--- config.mk ---
export PLATFORM = sky130hd
export DESIGN_NAME = meter_frame_deframer_crc16_flat
export DESIGN_NICKNAME = d
export VERILOG_FILES = /design/src/rtl/mfd_pkg.sv /design/src/rtl/mfd_in_if.sv /design/src/rtl/mfd_out_if.sv /design/src/rtl/mfd_cfg_if.sv /design/src/rtl/mfd_front.sv /design/src/rtl/mfd_queue.sv /design/src/rtl/mfd_back.sv /design/src/rtl/meter_frame_deframer_crc16.sv /design/src/flat_wrapper.sv
export SDC_FILE = /design/constraint.sdc
export NUM_CORES = 1
export LEC_CHECK = 0
export CELL_PAD_IN_SITES_DETAIL_PLACEMENT = 1
export CELL_PAD_IN_SITES_GLOBAL_PLACEMENT = 1
export CORE_ASPECT_RATIO = 0.6
export CORE_MARGIN = 2
export CORE_UTILIZATION = 55
export DETAILED_ROUTE_END_ITERATION = 10
export DONT_BUFFER_PORTS = 1
export PLACE_DENSITY_LB_ADDON = 0.1
export SYNTH_ARGS = -nofsm -noshare
export SYNTH_HDL_FRONTEND = slang
export SYNTH_SLANG_ARGS = --single-unit
export TNS_END_PERCENT = 5
--- constraint.sdc ---
create_clock -name clk -period 9.8 [get_ports clk]
set_input_delay 0.98 -clock clk [delete_from_list [all_inputs] [get_ports clk]]
set_output_delay 0.98 -clock clk [all_outputs]
set_load 0.1 [all_outputs]
--- src/rtl/mfd_pkg.sv ---
// ----------------------------------------------------------------------------
// mfd_pkg
// Shared types, constants and the CRC-16 byte update for the frame deframer.
// ----------------------------------------------------------------------------
package mfd_pkg;

  localparam logic [15:0] CRC_INIT = 16'hFFFF;
  localparam logic [15:0] CRC_POLY = 16'h1021;
  localparam logic [15:0] CRC_MSB  = 16'h8000;

  // Byte counter width; the counter saturates at its all-ones value.
  localparam int POS_W = 17;
  localparam logic [POS_W-1:0] POS_MAX = '1;

  // Frame overhead: header (6), HCS (2), FCS (2) and end byte (1).
  localparam int FRAME_OVERHEAD = 11;
  localparam int PAYLOAD_START  = 8;

  localparam logic [7:0] START_BYTE_RST = 8'h68;
  localparam logic [7:0] END_BYTE_RST   = 8'h16;

  // Configuration register indexes.
  localparam int CFG_IDX_W = 1;
  localparam logic [CFG_IDX_W-1:0] CFG_START_BYTE = 1'b0;
  localparam logic [CFG_IDX_W-1:0] CFG_END_BYTE   = 1'b1;

  // Result kinds.
  localparam logic KIND_PAYLOAD = 1'b0;
  localparam logic KIND_STATUS  = 1'b1;

  // Error flag bit positions.
  localparam int ERR_START = 0;
  localparam int ERR_HCS   = 1;
  localparam int ERR_FCS   = 2;
  localparam int ERR_END   = 3;

  typedef enum logic [2:0] {
    ST_OK    = 3'd0,
    ST_FRAME = 3'd1,
    ST_HCS   = 3'd2,
    ST_FCS   = 3'd3,
    ST_END   = 3'd4
  } status_t;

  // One queue entry: the results caused by one accepted byte.
  typedef struct packed {
    logic        pay_v;
    logic        stat_v;
    logic [7:0]  pay_byte;
    status_t     status;
    logic [15:0] length;
    logic [7:0]  control;
    logic [7:0]  address;
  } mfd_entry_t;

  typedef struct packed {
    logic       push;
    mfd_entry_t entry;
  } mfd_qwr_t;

  typedef struct packed {
    logic       empty;
    logic       full;
    mfd_entry_t entry;
  } mfd_qrd_t;

  localparam int QDEPTH = 4;
  localparam int QAW    = $clog2(QDEPTH);

  // CRC-16, MSB first, one byte per call.
  function automatic logic [15:0] crc_byte(input logic [15:0] crc, input logic [7:0] b);
    logic [15:0] c;
    c = crc ^ {b, 8'h00};
    for (int i = 0; i < 8; i++) begin
      if ((c & CRC_MSB) != 16'h0000) begin
        c = {c[14:0], 1'b0} ^ CRC_POLY;
      end else begin
        c = {c[14:0], 1'b0};
      end
    end
    return c;
  endfunction

endpackage

--- src/rtl/mfd_in_if.sv ---
// ----------------------------------------------------------------------------
// mfd_in_if
// Byte channel into the deframer: one buffer byte and its last-byte flag.
// ----------------------------------------------------------------------------
interface mfd_in_if import mfd_pkg::*; ();
  logic       valid;
  logic       ready;
  logic [7:0] rx_byte;
  logic       buffer_end;

  modport source (output valid, output rx_byte, output buffer_end, input ready);
  modport sink   (input valid, input rx_byte, input buffer_end, output ready);
endinterface

--- src/rtl/mfd_out_if.sv ---
// ----------------------------------------------------------------------------
// mfd_out_if
// Result channel out of the deframer: payload bytes and frame status.
// ----------------------------------------------------------------------------
interface mfd_out_if import mfd_pkg::*; ();
  logic        valid;
  logic        ready;
  logic        result_kind;
  logic [7:0]  payload_byte;
  logic [2:0]  frame_status;
  logic [15:0] frame_length;
  logic [7:0]  control_value;
  logic [7:0]  address_value;
  logic        is_last;

  modport source (output valid, output result_kind, output payload_byte,
                  output frame_status, output frame_length, output control_value,
                  output address_value, output is_last, input ready);
  modport sink   (input valid, input result_kind, input payload_byte,
                  input frame_status, input frame_length, input control_value,
                  input address_value, input is_last, output ready);
endinterface

--- src/rtl/mfd_cfg_if.sv ---
// ----------------------------------------------------------------------------
// mfd_cfg_if
// Configuration write channel: register index and write data.
// ----------------------------------------------------------------------------
interface mfd_cfg_if import mfd_pkg::*; ();
  logic                 valid;
  logic                 ready;
  logic [CFG_IDX_W-1:0] index;
  logic [7:0]           data;

  modport source (output valid, output index, output data, input ready);
  modport sink   (input valid, input index, input data, output ready);
endinterface

--- src/rtl/mfd_front.sv ---
// ----------------------------------------------------------------------------
// mfd_front
// Frame parser: tracks the byte position, runs the CRC, checks the fields
// and writes the results of each byte, if it has any, into the queue.
// ----------------------------------------------------------------------------
module mfd_front import mfd_pkg::*; (
  input  logic     clk,
  input  logic     rst,
  mfd_in_if.sink   rx,
  mfd_cfg_if.sink  cfg,
  input  logic     q_full,
  output mfd_qwr_t q_wr
);

  localparam logic [2:0] P_LEN_LO = 3'd2;
  localparam logic [2:0] P_LEN_HI = 3'd3;
  localparam logic [2:0] P_CTRL   = 3'd4;
  localparam logic [2:0] P_ADDR   = 3'd5;
  localparam logic [2:0] P_HCS_LO = 3'd6;

  logic [7:0]       start_byte, end_byte;
  logic [POS_W-1:0] byte_position, byte_position_next;
  logic [15:0]      length_reg, length_reg_next;
  logic [7:0]       control_reg, control_reg_next;
  logic [7:0]       address_reg, address_reg_next;
  logic [15:0]      running_crc, running_crc_next;
  logic [15:0]      header_crc_calc, header_crc_calc_next;
  logic [15:0]      received_check, received_check_next;
  logic [3:0]       error_flags, error_flags_next;
  logic             frame_done, frame_done_next;

  logic             accept;
  logic [7:0]       b;
  logic [15:0]      crc_upd;
  logic [POS_W-1:0] pay_end;
  logic [15:0]      check_hi;
  mfd_entry_t       entry;

  assign rx.ready  = !q_full;
  assign cfg.ready = 1'b1;
  assign accept    = rx.valid && !q_full;
  assign b         = rx.rx_byte;
  assign crc_upd   = crc_byte(running_crc, b);
  assign pay_end   = POS_W'(PAYLOAD_START) + POS_W'(length_reg);
  assign check_hi  = {b, received_check[7:0]};

  always_comb begin
    byte_position_next   = byte_position;
    length_reg_next      = length_reg;
    control_reg_next     = control_reg;
    address_reg_next     = address_reg;
    running_crc_next     = running_crc;
    header_crc_calc_next = header_crc_calc;
    received_check_next  = received_check;
    error_flags_next     = error_flags;
    frame_done_next      = frame_done;
    entry                = '0;

    if (!frame_done) begin
      priority if (byte_position <= POS_W'(1)) begin
        if (b != start_byte) error_flags_next[ERR_START] = 1'b1;
      end else if (byte_position <= POS_W'(PAYLOAD_START - 1)) begin
        unique case (byte_position[2:0])
          P_LEN_LO: length_reg_next     = {8'h00, b};
          P_LEN_HI: length_reg_next     = {b, length_reg[7:0]};
          P_CTRL:   control_reg_next    = b;
          P_ADDR:   address_reg_next    = b;
          P_HCS_LO: received_check_next = {8'h00, b};
          default: begin
            received_check_next = check_hi;
            if (check_hi != header_crc_calc) error_flags_next[ERR_HCS] = 1'b1;
          end
        endcase
        running_crc_next = crc_upd;
        if (byte_position[2:0] == P_ADDR) header_crc_calc_next = crc_upd;
      end else if (byte_position < pay_end) begin
        running_crc_next = crc_upd;
        if (error_flags[ERR_HCS:ERR_START] == 2'b00) begin
          entry.pay_v    = 1'b1;
          entry.pay_byte = b;
        end
      end else if (byte_position == pay_end) begin
        received_check_next = {8'h00, b};
      end else if (byte_position == pay_end + POS_W'(1)) begin
        received_check_next = check_hi;
        if (check_hi != running_crc) error_flags_next[ERR_FCS] = 1'b1;
      end else begin
        if (b != end_byte) error_flags_next[ERR_END] = 1'b1;
        frame_done_next = 1'b1;
      end
      if (byte_position != POS_MAX) byte_position_next = byte_position + POS_W'(1);
    end

    entry.length  = length_reg_next;
    entry.control = control_reg_next;
    entry.address = address_reg_next;

    if (rx.buffer_end) begin
      entry.stat_v = 1'b1;
      priority if (!frame_done_next || error_flags_next[ERR_START]) entry.status = ST_FRAME;
      else if (error_flags_next[ERR_HCS]) entry.status = ST_HCS;
      else if (error_flags_next[ERR_FCS]) entry.status = ST_FCS;
      else if (error_flags_next[ERR_END]) entry.status = ST_END;
      else entry.status = ST_OK;
      byte_position_next   = '0;
      length_reg_next      = '0;
      control_reg_next     = '0;
      address_reg_next     = '0;
      running_crc_next     = CRC_INIT;
      header_crc_calc_next = '0;
      received_check_next  = '0;
      error_flags_next     = '0;
      frame_done_next      = 1'b0;
    end
  end

  assign q_wr.push  = accept && (entry.pay_v || entry.stat_v);
  assign q_wr.entry = entry;

  always_ff @(posedge clk) begin
    if (rst) begin
      start_byte      <= START_BYTE_RST;
      end_byte        <= END_BYTE_RST;
      byte_position   <= '0;
      length_reg      <= '0;
      control_reg     <= '0;
      address_reg     <= '0;
      running_crc     <= CRC_INIT;
      header_crc_calc <= '0;
      received_check  <= '0;
      error_flags     <= '0;
      frame_done      <= 1'b0;
    end else begin
      if (cfg.valid) begin
        unique case (cfg.index)
          CFG_START_BYTE: start_byte <= cfg.data;
          CFG_END_BYTE:   end_byte   <= cfg.data;
          default:        start_byte <= start_byte;
        endcase
      end
      if (accept) begin
        byte_position   <= byte_position_next;
        length_reg      <= length_reg_next;
        control_reg     <= control_reg_next;
        address_reg     <= address_reg_next;
        running_crc     <= running_crc_next;
        header_crc_calc <= header_crc_calc_next;
        received_check  <= received_check_next;
        error_flags     <= error_flags_next;
        frame_done      <= frame_done_next;
      end
    end
  end

endmodule

--- src/rtl/mfd_queue.sv ---
// ----------------------------------------------------------------------------
// mfd_queue
// Four-entry queue that decouples the parser from the result sequencer.
// ----------------------------------------------------------------------------
module mfd_queue import mfd_pkg::*; (
  input  logic     clk,
  input  logic     rst,
  input  mfd_qwr_t q_wr,
  input  logic     pop,
  output mfd_qrd_t q_rd
);

  mfd_entry_t     entries [QDEPTH];
  logic [QAW-1:0] wr_ptr, rd_ptr;
  logic [QAW:0]   count;
  logic           do_pop;

  assign q_rd.empty = (count == '0);
  assign q_rd.full  = (count == (QAW+1)'(QDEPTH));
  assign q_rd.entry = entries[rd_ptr];
  assign do_pop     = pop && !q_rd.empty;

  always_ff @(posedge clk) begin
    if (q_wr.push) entries[wr_ptr] <= q_wr.entry;
  end

  always_ff @(posedge clk) begin
    if (rst) begin
      wr_ptr <= '0;
      rd_ptr <= '0;
      count  <= '0;
    end else begin
      if (q_wr.push) wr_ptr <= wr_ptr + QAW'(1);
      if (do_pop)    rd_ptr <= rd_ptr + QAW'(1);
      count <= count + (QAW+1)'(q_wr.push) - (QAW+1)'(do_pop);
    end
  end

  a_no_push_full: assert property (@(posedge clk) disable iff (rst)
    !(q_wr.push && q_rd.full))
    else $error("queue written while full");

  a_count_bound: assert property (@(posedge clk) disable iff (rst)
    count <= (QAW+1)'(QDEPTH))
    else $error("queue count beyond depth");

  a_head_has_result: assert property (@(posedge clk) disable iff (rst)
    !q_rd.empty |-> (q_rd.entry.pay_v || q_rd.entry.stat_v))
    else $error("queue entry carries no result");

endmodule

--- src/rtl/mfd_back.sv ---
// ----------------------------------------------------------------------------
// mfd_back
// Result sequencer: turns queue entries into one or two results and holds
// them in the output register.
// ----------------------------------------------------------------------------
module mfd_back import mfd_pkg::*; (
  input  logic     clk,
  input  logic     rst,
  input  mfd_qrd_t q_rd,
  output logic     pop,
  mfd_out_if.source tx
);

  logic sent_pay;
  logic load;
  logic split;

  assign load  = !tx.valid || tx.ready;
  // An entry with both a payload byte and a status goes out in two steps.
  assign split = q_rd.entry.pay_v && q_rd.entry.stat_v && !sent_pay;
  assign pop   = load && !q_rd.empty && !split;

  always_ff @(posedge clk) begin
    if (rst) begin
      tx.valid <= 1'b0;
      sent_pay <= 1'b0;
    end else if (load) begin
      tx.valid <= !q_rd.empty;
      if (!q_rd.empty) sent_pay <= split;
    end
  end

  always_ff @(posedge clk) begin
    if (load && !q_rd.empty) begin
      tx.frame_length  <= q_rd.entry.length;
      tx.control_value <= q_rd.entry.control;
      tx.address_value <= q_rd.entry.address;
      if (q_rd.entry.pay_v && !sent_pay) begin
        tx.result_kind  <= KIND_PAYLOAD;
        tx.payload_byte <= q_rd.entry.pay_byte;
        tx.frame_status <= ST_OK;
        tx.is_last      <= 1'b0;
      end else begin
        tx.result_kind  <= KIND_STATUS;
        tx.payload_byte <= 8'h00;
        tx.frame_status <= q_rd.entry.status;
        tx.is_last      <= 1'b1;
      end
    end
  end

endmodule

--- src/rtl/meter_frame_deframer_crc16.sv ---
// ----------------------------------------------------------------------------
// meter_frame_deframer_crc16
// Byte-serial frame checker with CRC-16 header and frame checks.
//
//   Channel  Direction  Transfer carries
//   rx       in         rx_byte, buffer_end
//   tx       out        result_kind, payload_byte, frame_status, frame_length,
//                       control_value, address_value, is_last
//   cfg      in         index (0 start byte, 1 end byte), data
//
// The block accepts one byte per cycle while the queue is not full. Each
// byte updates the parser in the cycle of its transfer; its results pass
// through the queue before they reach the output register. A payload byte
// that is also the buffer's last byte gives two results, which the back end
// delivers one after the other; the four-entry queue between the parser and
// the back end soaks that up. Reset (rst, synchronous) clears all parser state,
// empties the queue and restores start byte 0x68 and end byte 0x16. A stalled
// tx holds its result while rx keeps transferring until the queue fills.
// ----------------------------------------------------------------------------
module meter_frame_deframer_crc16 import mfd_pkg::*; (
  input  logic      clk,
  input  logic      rst,
  mfd_in_if.sink    rx,
  mfd_out_if.source tx,
  mfd_cfg_if.sink   cfg
);

  // Parser-to-queue write and queue status toward both sides.
  mfd_qwr_t q_wr;
  mfd_qrd_t q_rd;
  logic     pop;

  // The front end parses the frame: position tracking, field capture, the
  // CRC-16 update (one byte per cycle, unrolled) and the status decision
  // at the buffer's last byte. It stalls rx only when the queue is full.
  mfd_front u_front (
    .clk    (clk),
    .rst    (rst),
    .rx     (rx),
    .cfg    (cfg),
    .q_full (q_rd.full),
    .q_wr   (q_wr)
  );

  // The queue holds the results of up to four bytes.
  mfd_queue u_queue (
    .clk  (clk),
    .rst  (rst),
    .q_wr (q_wr),
    .pop  (pop),
    .q_rd (q_rd)
  );

  // The back end emits payload results before the status of the same byte.
  mfd_back u_back (
    .clk  (clk),
    .rst  (rst),
    .q_rd (q_rd),
    .pop  (pop),
    .tx   (tx)
  );

endmodule
--- src/flat_wrapper.sv ---
// flat-port wrapper written by rule: the top's interface ports become plain ports
module meter_frame_deframer_crc16_flat import mfd_pkg::*;
  (clk, rst, rx_valid, rx_rx_byte, rx_buffer_end, rx_ready, tx_valid, tx_result_kind, tx_payload_byte, tx_frame_status, tx_frame_length, tx_control_value, tx_address_value, tx_is_last, tx_ready, cfg_valid, cfg_index, cfg_data, cfg_ready);
  mfd_in_if rx_i ();
  mfd_out_if tx_i ();
  mfd_cfg_if cfg_i ();
  input  logic clk;
  input  logic rst;
  input wire logic [$bits(rx_i.valid)-1:0] rx_valid;
  input wire logic [$bits(rx_i.rx_byte)-1:0] rx_rx_byte;
  input wire logic [$bits(rx_i.buffer_end)-1:0] rx_buffer_end;
  output wire logic [$bits(rx_i.ready)-1:0] rx_ready;
  output wire logic [$bits(tx_i.valid)-1:0] tx_valid;
  output wire logic [$bits(tx_i.result_kind)-1:0] tx_result_kind;
  output wire logic [$bits(tx_i.payload_byte)-1:0] tx_payload_byte;
  output wire logic [$bits(tx_i.frame_status)-1:0] tx_frame_status;
  output wire logic [$bits(tx_i.frame_length)-1:0] tx_frame_length;
  output wire logic [$bits(tx_i.control_value)-1:0] tx_control_value;
  output wire logic [$bits(tx_i.address_value)-1:0] tx_address_value;
  output wire logic [$bits(tx_i.is_last)-1:0] tx_is_last;
  input wire logic [$bits(tx_i.ready)-1:0] tx_ready;
  input wire logic [$bits(cfg_i.valid)-1:0] cfg_valid;
  input wire logic [$bits(cfg_i.index)-1:0] cfg_index;
  input wire logic [$bits(cfg_i.data)-1:0] cfg_data;
  output wire logic [$bits(cfg_i.ready)-1:0] cfg_ready;
  assign rx_i.valid = rx_valid;
  assign rx_i.rx_byte = rx_rx_byte;
  assign rx_i.buffer_end = rx_buffer_end;
  assign rx_ready = rx_i.ready;
  assign tx_valid = tx_i.valid;
  assign tx_result_kind = tx_i.result_kind;
  assign tx_payload_byte = tx_i.payload_byte;
  assign tx_frame_status = tx_i.frame_status;
  assign tx_frame_length = tx_i.frame_length;
  assign tx_control_value = tx_i.control_value;
  assign tx_address_value = tx_i.address_value;
  assign tx_is_last = tx_i.is_last;
  assign tx_i.ready = tx_ready;
  assign cfg_i.valid = cfg_valid;
  assign cfg_i.index = cfg_index;
  assign cfg_i.data = cfg_data;
  assign cfg_ready = cfg_i.ready;
  meter_frame_deframer_crc16 u_core (.clk(clk), .rst(rst), .rx(rx_i), .tx(tx_i), .cfg(cfg_i));
endmodule
After elaboration in Yosys (flattened, before gate mapping)
Memories as Yosys holds them, arrays and structs flattened. A register that Yosys moved wholly into a read port is not among the register bits.
Index checks and enable logic that the tools add are counted.
{ "op_classes": {"n_lt_le_gt_ge": 3, "n_eq_ne": 18, "mux": 86, "add_sub_neg": 7, "n_reduce_logical": 33, "bitwise_logic": 11} }
{ "ops": {"columns": ["cell", "n"], "rows": [
  ["two-way mux 16 bit", 14],
  ["two-way mux 8 bit", 21],
  ["two-way mux 13 bit", 8],
  ["two-way mux 17 bit", 3],
  ["adder 17 x 1 -> 17 bit (second input constant)", 2],
  ["== test 17 bit", 2],
  ["inequality test 16 bit", 2],
  ["case mux 16 bit (2 select lines)", 1],
  ["two-way mux 1 bit", 25],
  ["inverter 3 bit", 8],
  ["two-way mux 3 bit", 6],
  ["adder 4 x 16 -> 17 bit (first input constant)", 1],
  ["<= comparator 17 x 1 -> 1 bit (second input constant)", 1],
  ["<= comparator 17 x 3 -> 1 bit (second input constant)", 1],
  ["< comparator 17 bit", 1],
  ["inequality test 17 bit (second input constant)", 1],
  ["inequality test 8 bit", 2],
  ["case mux 8 bit (2 select lines)", 1],
  ["bitwise XOR 16 bit", 1],
  ["== test 3 bit (second input constant)", 4],
  ["two-way mux 2 bit", 5],
  ["logical AND 1 bit", 8],
  ["two-way mux 4 bit", 2],
  ["AND reduction 7 bit", 1],
  ["20 further kinds", 37]
]} }
{ "word_totals": {"regBits": 163, "memories": 1, "inputBits": 23, "out_inout_bits": 48, "elab_cells": 181, "ramBits": 180} }
{ "memory_table": {"columns": ["memory", "words", "word_bits", "rd", "rd_ports_with_merged_regs", "wr", "line_no", "rtl"], "rows": [
  ["u_core.u_queue.entries", 4, 45, 1, 1, 1, "mfd_queue.sv:13", "mfd_entry_t entries [QDEPTH];"]
]} }

Logic depth before layout (Yosys ltp)
{ "logic_depth": {"depth_word": 22, "mapped_depth": 22} }

Hierarchy
From an unflattened synthesis, not the netlist that was laid out.
{ "unflattened": {"cells_unflattened": 1150, "hier_area_um2": 15309.7} }
{ "by_module_without_submodules": {"columns": ["mod", "cells_each", "instances", "area_per_inst_um2"], "rows": [
  ["mfd_queue", 280, 1, 7023.0],
  ["mfd_front", 801, 1, 6762.7],
  ["mfd_back", 69, 1, 1524.0]
]} }

Least setup slack after synthesis
OpenSTA, ideal clock, no wires.
{ "synth_timing": {"kind": "input -> register", "from": "in tx_ready", "to": "reg u_core.u_queue.count[2]", "cell_stages": 11, "path_buffers": 0, "t_arrival_ns": 4.974, "required_ns": 9.672, "slack_ns": 4.699, "cell_sequence": "inv_1 -> a21oi_1 -> a21boi_0 -> ha_1 -> inv_1 -> ha_1 -> inv_1 -> fa_1 -> xor2_1 -> xnor2_1 -> nor2_1"} }
{ "synth_via": {"elab_chain_cells": 5} }
{ "synth_lines": {"columns": ["element", "line_no", "rtl"], "rows": [
  ["start: declaration", "flat_wrapper.sv:21", "input wire logic [$bits(tx_i.ready)-1:0] tx_ready;"],
  ["logical OR 1 bit", "mfd_back.sv:18", "assign load = !tx.valid || tx.ready;"],
  ["logical AND 1 bit (2 in series)", "mfd_back.sv:21", "assign pop = load && !q_rd.empty && !split;"],
  ["logical AND 1 bit", "mfd_queue.sv:21", "assign do_pop = pop && !q_rd.empty;"],
  ["named net u_core.u_queue.do_pop", "mfd_queue.sv:16", "logic do_pop;"],
  ["subtractor 3 x 1 -> 3 bit", "mfd_queue.sv:35", "count <= count + (QAW+1)'(q_wr.push) - (QAW+1)'(do_pop);"],
  ["end signal: assignment", "mfd_queue.sv:35", null],
  ["end: declaration", "mfd_queue.sv:15", "logic [QAW:0] count;"]
]} }
The timed path passes the listed nets, and every way through them passes these cells.
A chain may end at the register's enable or synchronous reset.

==> metrics.cfg <==
[global_routing]
grt_antenna_before_repair=3
grt_use_met3_pct=5.39
grt_pass1_vias=9983
overflow=0
grt_pass1_wl_mm=59.4
grt.total_usage_pct=26.9
grtUsageMet2_pct=41.0
grt_max_degree=99
busiest_layer=met2
gr-usage-met1_pct=40.3

[timing]
fmax_mhz=177
fin_crit_sh_pct=57.5
max_slew.worst_pin.slew_ns=1.31
hold_viol=0
fin_hold_ws_ns=0.467
post-route-min-period_ns=5.64
fin_worst_skew_ns=0.0223
setup_ws_ns=4.16
grt_setup_unrepaired=false
maxSlewHeadroom_pct=11.7
finalSetupTns_ns=0
setup-violations-final=0
slew_violations=0

[clock_tree]
cts_buffers=34
insertion_delay_ns=0.53
htree_levels=2
postCtsSetupRepairBufs=0
post_cts_resized=0
cts_tree=done
cts_root_buffer=clkbuf_16
cts_hold_buf=0
clkTransAtPathRegs_ns=0.06
cts_buffer_depth=3
clock_sink_count=345

[setup_path]
r2r_slack_ns=4.16
endpoint_kind=flop
worstSetupStartpointType=flop
critical-path-top-delay-family=simple AND/OR/NAND/NOR gates
worstPathRequired_ns=10.20
path_class=reg2reg
r2r_cells=21
critical_path.max_stage_delay_ns=1.06
cp_max_fo=13
cp_slowest_cell=nor4_2
r2r-start=u_core.u_front.length_reg[3]
cp_cell_sequence=ha_1, nand3_2, nor2_2, xnor2_1, ha_1, a21o_1, a21oi_1, o22ai_1, nor2_1, a21oi_1, nor4_2, o21a_1, inv_1, ha_1, inv_1, ha_1, inv_1, fa_1, xor2_1, xnor2_1, nor2_1
worst_ep_arrival_time_ns=6.04
cp_common_cell=ha_1
r2r_end=u_core.u_queue.count[2]
timing.critical_path.buf_inv=3

[synth]
synth_seq_cells=345
syn-num-nets=1226
synth_common_cells=224 x edfxtp_1, 121 x dfxtp_1, 110 x nor2_1
synthFlopType=edfxtp_1
synth_area_leaders=edfxtp_1 44%, dfxtp_1 16%, mux4_2 6.6%
synth.largest_area_cell=edfxtp_1
ys_types=81
synthArstFlopShare_pct=0
netlist_area_um2=15300
synth_top_area_share_pct=43.9
synthCells=1170
synth_edf_count=224
syn_area_per_cell_um2=13.1
yosysMostFrequentCell=edfxtp_1
ys.warnings.count=0
ys_seq_area_share_pct=59.7

[detailed_routing]
final_antenna_net_count=0
vias_per_cell=6.28
drt_iter0_drc=696
drc=0
drt_pass1_iterations=6
totalWireLength_mm=38.4
vias=9652
avgRoutedWirePerCell_um=25.0

[cells_and_area]
drive_above_1_share_pct=12.6
final_net_count=1200
stdcell_area_um2=16600
n_antenna_cell=0
final_core_util_pct=60.6
largest_reg_flops=180
nFillCells=2616
top_register=u_core.u_queue.entries
syn_to_final_growth_pct=8.47
stdcell_count=1537
top_regs=u_core.u_queue.entries x180, u_core.u_front.byte_position x17

[place]
place_ws_ns=4.29
dp_hpwl_mm=25.1
dp.cells=1475
numPortBuffers=0
place_congestion=0.858
placed_area_um2=15600

[status]
status=complete, no violations

[power_and_ir_drop]
powerDensity_nw_per_um2=257
ir_drop_v=0.000291
leakagePower_nw=5.92
finalPower_mw=4.27

[hold_path]
min_path_type=reg2reg
holdPathEnd=u_core.u_front.start_byte[1]
hold_depth=2
min_from=u_core.u_front.start_byte[1]

[floorplan]
die_h_um=133
num_rows=47
fp.dieW_um=220
start_util_pct=55.8
coreArea_um2=27500
ios=71
die-area_um2=29300

[run]
cap_violations=0

kinds of logic (layout without fill, tap and decap cells):
family	after synthesis	count (layout)	synth area share, %
DFF	345	345	59.7
adders and majority gates	33	33	2.74
xor gates and xnor gates	114	114	6.93
AOI/OAI and AO/OA	199	199	9.42
other	1	1	0.0245
and+or+nand+nor	315	315	10.5
buffers and inverters	98	98	2.67
muxes	65	65	8.05
layout by cell type (no fill, tap or decap), types with 6 or more instances in the layout:
cell / netlist / layout
o21bai_1: 16 / 16
buf_4: 5 / 12
a22o_1: 24 / 24
nand3b_1: 9 / 9
xnor2_1: 47 / 47
clkbuf_1: 54 / 12
edfxtp_1: 224 / 224
dfxtp_1: 121 / 119
a21o_1: 10 / 10
clkbuf_16: 0 / 35
mux2_2: 16 / 16
nand3_1: 14 / 14
nor2_1: 110 / 109
nor2b_1: 14 / 14
o21ai_0: 10 / 10
ha_1: 32 / 32
a22oi_1: 50 / 50
nor3_1: 20 / 20
xor2_1: 62 / 62
mux4_2: 45 / 45
inv_1: 23 / 23
nand2_1: 59 / 59
nand4_1: 17 / 17
and2_1: 19 / 15
a21oi_1: 45 / 44
o21a_1: 6 / 6
nor4_1: 15 / 15
worst max path at each step:
stage	from	endpoint	slack, ns	depth (start not counted)
detailed placement	u_core.u_front.length_reg[3]	u_core.u_queue.count[2]	4.29	19
finish	u_core.u_front.length_reg[3]	u_core.u_queue.count[2]	4.16	21
CTS	u_core.u_front.length_reg[3]	u_core.u_queue.count[2]	4.23	19
floorplan	tx_ready	u_core.u_queue.count[2]	4.70	11
global placement	u_core.u_front.length_reg[3]	u_core.u_queue.count[2]	4.53	19
global route	u_core.u_front.length_reg[3]	u_core.u_queue.count[2]	3.78	21
worst min-delay path: stages, from the launching register on:
cell and delay (ns):
dfxtp_1 0.31, nand2_1 0.05, a21oi_1 0.05
area by class of cell:
cell class,instances,area (um2),share of cell area [%]
clock inverters,15,100,0.602
inverters,23,86.3,0.519
repair buffers,13,118,0.707
flip-flops and latches,345,9150,55.0
well taps,367,459,2.76
clock buffers,47,921,5.54
multi-input cells,727,5790,34.8
report_power, final:
part | internal, mW | switching, mW | total, mW
registers | 1.74 | 0.771 | 2.52
logic | 0.204 | 0.332 | 0.536
clock network | 0.666 | 0.551 | 1.22
per-layer routing:
metal	part of all wire, %	routed length [um]	up-vias
met5	0.068	26	-
met4	1.7	641	4
met3	7.1	2740	57
met2	45	17200	359
met1	46	17800	4933
li1	-	-	4299
Power figures use the tool's default switching activity.
